File: config.mk
export PLATFORM = sky130hd
export DESIGN_NAME = vmf_queue
export DESIGN_NICKNAME = d
export VERILOG_FILES = /design/src/rtl/vmf_pkg.sv /design/src/rtl/vmf_queue.sv
export SDC_FILE = /design/constraint.sdc
export NUM_CORES = 1
export LEC_CHECK = 0
export ABC_AREA = 1
export BUFFER_PORTS_ARGS = -buffer_cell sky130_fd_sc_hd__buf_2
export CAP_MARGIN = 40
export CELL_PAD_IN_SITES_DETAIL_PLACEMENT = 0
export CELL_PAD_IN_SITES_GLOBAL_PLACEMENT = 1
export CORE_MARGIN = 2
export CORE_UTILIZATION = 34
export CTS_BUF_LIST = sky130_fd_sc_hd__clkbuf_16
export DETAILED_ROUTE_END_ITERATION = 8
export GPL_ROUTABILITY_DRIVEN = 0
export PLACE_DENSITY_LB_ADDON = 0.1
export SLEW_MARGIN = 30
export SYNTH_ARGS = -nofsm -noshare
export SYNTH_HDL_FRONTEND = slang
export SYNTH_SLANG_ARGS = --single-unit
File: constraint.sdc
create_clock -name clk -period 13.8 [get_ports clk]
set_input_delay 0.69 -clock clk [delete_from_list [all_inputs] [get_ports clk]]
set_output_delay 0.69 -clock clk [all_outputs]
set_load 0.02 [all_outputs]
File: src/rtl/vmf_pkg.sv
// Shared constants, types and helper functions of the 3D median filter.
package vmf_pkg;

    localparam int KERNEL_SIZE    = 3;
    localparam int MARGIN         = KERNEL_SIZE / 2;
    localparam int WIN            = 2 * MARGIN + 1;
    localparam int WIN_SQ         = WIN * WIN;
    localparam int WIN_CUBE       = WIN * WIN * WIN;
    localparam int MED_RANK       = WIN_CUBE / 2;
    localparam int SAMPLE_BITS    = 16;
    localparam int MAX_COLS       = 256;
    localparam int MAX_ROWS       = 256;
    localparam int MAX_SLICES     = 256;
    localparam int DIM_BITS       = 9;
    localparam int COORD_BITS     = 8;
    localparam int COL_BITS       = $clog2(MAX_COLS);
    localparam int BANK_ROWS      = (MAX_ROWS + WIN - 1) / WIN;
    localparam int BANK_ROW_BITS  = $clog2(BANK_ROWS);
    localparam int BANK_DEPTH     = BANK_ROWS * MAX_COLS;
    localparam int BANK_ADDR_BITS = BANK_ROW_BITS + COL_BITS;
    localparam int MOD_BITS       = $clog2(WIN);
    localparam int BANK_SEL_BITS  = $clog2(WIN_SQ);
    localparam int QUEUE_DEPTH    = 4;
    localparam int QPTR_BITS      = $clog2(QUEUE_DEPTH);
    localparam int QCNT_BITS      = $clog2(QUEUE_DEPTH + 1);
    localparam int CFG_IDX_BITS   = 2;

    typedef enum logic [CFG_IDX_BITS-1:0] {
        REG_DIM_COLS   = 2'd0,
        REG_DIM_ROWS   = 2'd1,
        REG_DIM_SLICES = 2'd2
    } cfg_reg_t;

    typedef logic signed [SAMPLE_BITS-1:0] sample_t;
    typedef sample_t [WIN_SQ-1:0]          column_t;

    typedef struct packed {
        sample_t [WIN_CUBE-1:0] win;
        logic [COORD_BITS-1:0]  col;
        logic [COORD_BITS-1:0]  row;
        logic [COORD_BITS-1:0]  slice;
        logic                   last;
    } item_t;

    typedef struct packed {
        logic                 valid;
        logic [QCNT_BITS-1:0] level;
    } queue_status_t;

    // Largest position index for a dimension register: zero counts as one,
    // anything above the maximum counts as the maximum.
    function automatic logic [COORD_BITS-1:0] dim_limit(
        input logic [DIM_BITS-1:0] v,
        input logic [DIM_BITS:0]   maxv
    );
        logic [DIM_BITS:0] m;
        m = {1'b0, v};
        if (v == '0)
            return '0;
        else if (m > maxv)
            return COORD_BITS'(maxv - 1'b1);
        else
            return COORD_BITS'(m - 1'b1);
    endfunction

    // (x - d) mod WIN for x below WIN
    function automatic logic [MOD_BITS-1:0] mod_sub(
        input logic [MOD_BITS-1:0] x,
        input logic [MOD_BITS-1:0] d
    );
        if (x >= d)
            return MOD_BITS'(x - d);
        else
            return MOD_BITS'(x + MOD_BITS'(WIN) - d);
    endfunction

endpackage

File: src/rtl/vmf_queue.sv
// Short queue of complete windows between the front end and the median stages.
module vmf_queue (
    input  logic                   clk,
    input  logic                   rst_n,
    input  logic                   push,
    input  vmf_pkg::item_t         push_item,
    input  logic                   pop,
    output vmf_pkg::item_t         head,
    output vmf_pkg::queue_status_t status
);

    vmf_pkg::item_t                 slot_reg [vmf_pkg::QUEUE_DEPTH];
    logic [vmf_pkg::QPTR_BITS-1:0]  wr_ptr_reg, rd_ptr_reg;
    logic [vmf_pkg::QCNT_BITS-1:0]  count_reg, count_next;

    assign head         = slot_reg[rd_ptr_reg];
    assign status.valid = count_reg != '0;
    assign status.level = count_reg;

    always_comb
    begin
        count_next = count_reg;
        if (push && !pop)
            count_next = count_reg + 1'b1;
        else if (!push && pop)
            count_next = count_reg - 1'b1;
    end

    always_ff @(posedge clk or negedge rst_n)
    begin
        if (!rst_n)
        begin
            wr_ptr_reg <= '0;
            rd_ptr_reg <= '0;
            count_reg  <= '0;
        end
        else
        begin
            count_reg <= count_next;
            if (push)
                wr_ptr_reg <= wr_ptr_reg + 1'b1;
            if (pop)
                rd_ptr_reg <= rd_ptr_reg + 1'b1;
        end
    end

    always_ff @(posedge clk)
    begin
        if (push)
            slot_reg[wr_ptr_reg] <= push_item;
    end

    a_count_bound: assert property (@(posedge clk) disable iff (!rst_n)
        count_reg <= vmf_pkg::QCNT_BITS'(vmf_pkg::QUEUE_DEPTH))
        else $error("queue count beyond depth");

    a_no_empty_pop: assert property (@(posedge clk) disable iff (!rst_n)
        pop |-> count_reg != '0)
        else $error("pop from empty queue");

endmodule

---- Word-level counts from Yosys, hierarchy flattened ----
Memory sizes are Yosys's and may differ from the RTL's.
Cells that the tools add are included.
storage, ports and cells
  register bits ........................... 7
  RAM bits ................................ 1828
  input port bits ......................... 461
  output and inout port bits .............. 461
  word-level logic and storage cells ...... 18
  memories kept ........................... 1
memory list
  memory    depth  bits a word  rd ports  clocked after memory_dff  write ports  RTL line         source
  slot_reg  4      457          1         0                         1            vmf_queue.sv:12  vmf_pkg::item_t slot_reg [vmf_pkg::QUEUE_DEPTH];
cells by class
  add/sub/neg operators ................... 4
  mux-type cells .......................... 4
  reductions and logical operators ........ 6
operator list
  operator                                           count
  2-to-1 mux 3 bit                                   2
  adder 2 x 1 -> 2 bit (second input constant)       2
  adder 3 x 1 -> 3 bit (second input constant)       1
  nonzero test 3 bit                                 1
  subtractor 3 x 1 -> 3 bit (second input constant)  1
  logical AND 1 bit                                  2
  zero test 1 bit                                    2
  2-to-1 mux 1 bit                                   2
  nonzero test 2 bit                                 1

---- Longest topological paths before layout ----
  depth after elaboration ................. 4
  depth in mapped cells ................... 9
  gate-level depth less buffers ........... 9

---- Worst setup path after synthesis ----
No wires, ideal clock.
  path type ............................... input-to-reg
  from .................................... input push
  to ...................................... memory slot_reg[1][0] in the netlist's numbering (enable)
  setup time .............................. 0.806 ns
  arrival time ............................ 9.803 ns
  required time ........................... 12.994 ns
  slack ................................... 3.191 ns
  stages .................................. 3
  path buffers ............................ 1
  cells stage by stage .................... clkbuf_1 -> nand2_1 -> inv_1
between the ends
  longest elaborated chain between the ends .. 2
ends and longest elaborated chain
  item                                    RTL line         source
  from (decl)                             vmf_queue.sv:5   input logic push,
  2-to-1 mux 1 bit                        vmf_queue.sv:49  if (push)
  2-to-1 mux 1 bit (implied by the code)  vmf_queue.sv:50  slot_reg[wr_ptr_reg] <= push_item;
  to (decl)                               vmf_queue.sv:12
No other way between the ends.

==> metrics.md <==
| Metric | Value |
|---|---|
| Status | complete, no violations |
| Initial antenna violation count | 95 |
| Vias in the first global route | roughly 43000 |
| Worst clock skew | 0.0379 ns |
| Buffer count from post-CTS setup fixing | 0 |
| First-pass GRT wire length | 294000 µm |
| Total core area | around 220000 µm² |
| Syn avg cell area | between 10 and 15 µm² |
| Skew-Pair Late Insertion Delay | approximately 0.85 ns |
| DRC Markers | 0 |
| RSZ-0062 raised after global routing | no |
| Fill count | 20200 |
| Clk sinks | roughly 1800 |
| Deepest clock path buffer count | 3 |
| Setup Total Neg Slack | 0 ns |
| Syn_nets | about 5800 |
| Worst-path cell chain | buf_4, buf_16, buf_12, buf_4, buf_16, nand2_1, o211ai_1, nand2_1, buf_2 |
| Total Routing Usage GR | approximately 18% |
| Mapped Area | ~74000 µm² |
| Tmin final | roughly 5.4 ns |
| Crit. End Element | output pin |
| Worst setup path class | reg -> out |
| Fin crit share | 38.9% |
| Synth Instances | about 5400 |
| Synth warn | 0 |
| Post-route cell area | between 90000 and 100000 µm² |
| Count of buffers from port buffering | 921 |
| Area grow syn2layout | 24.2% |
| Fmax | roughly 190 MHz |
| Leak | around 36 nW |
| Wire per inst | 20.8 µm |
| Final slew viol count | 0 |
| Vias post-DR | 44400 |
| Slowest stage cell, crit path | dfrtp_4 |
| Share of layout cells above drive strength 1 | between 20% and 30% |
| Finished Layout Cells | roughly 9800 |
| Worst Hold Class | in -> reg |
| Setup WS pre-CTS | slightly above 9 ns |
| Die footprint | ~220000 µm² |
| CTS tree | yes |
| Synth cell types | 20 |
| Worst Path Max Fanout | roughly 190 |
| PwrDens | roughly 220 nW/µm² |
| Yosys top cell by area | edfxtp_1 |
| Max FFs per register | between 1500 and 2000 |
| Most frequent cells in the layout | edfxtp_1, nand2_1, inv_1 |
| Top_reg_cell synth | edfxtp_1 |
| Initial core utilization | roughly a third |
| Synth Register Bits | roughly 1800 |
| Final hold violation count | 0 |
| Htree depth | 4 |
| Final cell utilization of the core | between 40% and 50% |
| Total CTS buffers | 204 |
| Row count | roughly 170 |
| GR Overflow Total | 0 |
| Flop2flop setup slack | 10.43 ns |
| Synth top area share | between 70 and 80% |
| Final net count | ~7000 |
| DRT Wirelength | just over 200000 µm |
| Cells taking the most area after synthesis | edfxtp_1, o211ai_1, nand2_1 |
| Max-Cap Viols | 0 |
| Max_slew headroom | a little over a third |
| Worst-Margin Slew | approximately 0.97 ns |
| Largest net degree at the start of global routing | 230 |
| Final WS setup | 8.43 ns |
| Setup violators final | 0 |
| DPL Wire Length | 128000 µm |
| DR pass1 iterations | 5 |
| Most common cell after layout, fill and taps aside | edfxtp_1 |
| # IOs | 922 |
| Post-synthesis sequential area ratio | about three quarters |
| Inst Count DP | a little under 9000 |
| Vias per cell | 4.54 |
| Crit path DAT | 4.68 ns |
| Die Wd | roughly 470 µm |
| Startpoint Class | register |
| EDFF count, synth | around 1800 |
| Required @ worst endpoint | 13.11 ns |
| Post-synth ARST share | less than 1% |
| Placed cell areas | 81000 µm² |
| Routed Antenna Nets | 0 |
| Clock root cell | clkbuf_16 |
| Max IR drop VDD | between 0.2 and 0.3 mV |
| DRT iter0 DRCs | 2527 |
| Die Ht | roughly 470 µm |
| Clk slew on worst S/H paths | about 0.06 ns |
| Max incr delay on CP | around 0.83 ns |
-- worst paths after layout --
check / startpoint / end / depth (start not counted)
min reg2reg: count_reg[2] / count_reg[2] / 2
min: push_item[349] / slot_reg[1][349] / 1
max reg2reg: wr_ptr_reg[1] / slot_reg[1][34] / 8
max: rd_ptr_reg[0] / head[343] / 9
max in group asynchronous: rst_n / rd_ptr_reg[0] / 2
min in group asynchronous: rst_n / count_reg[1] / 2
-- metrics by stage --
step	total power (W)	hold WS, ns
finish	0.0206	0.0885
global route	0.0218	0.0165
CTS	0.0209	0.00000189
detailed placement	0.0157	0.493
global placement	0.0155	0.484
floorplan	0.0132	0.394
-- synth_stat cells (3+ instances only) --
library cell  number
xor2_1             3
o211ai_2         170
edfxtp_1        1828
nand2_1         1385
clkbuf_1          14
inv_1            925
o211ai_1         744
ha_1               5
buf_6            108
buf_4             28
dfrtp_1            7
buf_2            155
-- logic make-up (layout without fill, tap and decap cells) --
kind of cell	count (synthesis)	after routing	synth area share [%]
buffers and inverters	1232	2724	7.78
adders and majority gates	6	6	0.112
AOI/OAI and AO/OA	915	915	10.4
and+or+nand+nor	1388	1388	7.06
DFF	1835	1835	74.5
xor gates and xnor gates	4	4	0.0474
other	0	48	0
-- metal layers --
metal | vias to the layer above | part of all wire [%] | global-route usage [%]
met5 | - | 0.17 | 0
met4 | 56 | 2.8 | 5.88
met3 | 334 | 8.8 | 6.85
met2 | 1103 | 45 | 27.7
met1 | 21300 | 43 | 23.2
li1 | 21600 | - | -
-- final cells by class --
class	count	area (µm²)	area share, %
sequential	1835	55100	60.0
multi-input combinational	2313	13000	14.2
timing repair buffer	1422	10100	11.0
clock buffer	207	5180	5.65
tap	2854	3570	3.89
inverter	926	3540	3.86
clock inverter	169	1090	1.19
antenna	48	120	0.131
-- what timing repair did --
action                                 4_1_cts  5_1_grt
hold buffers                               418        0
resized for setup                            0        0
endpoints found under the hold margin     1641        0
-- worst max-delay path: cells and delay by family, from the launching register on --
family | cells | cell delay [ns]
compound gates | 1 | 0.08
buf+inv | 6 | 2.44
flops | 1 | 0.83
simple gates | 2 | 0.34
-- where the power goes --
part | switching [W] | internal [W] | leakage (nW)
logic | 0.00571 | 0.00222 | 16.3
registers | 0.000260 | 0.00728 | 16.9
clock network | 0.00219 | 0.00290 | 3.32
No activity file was read; power rests on OpenSTA's default activity.
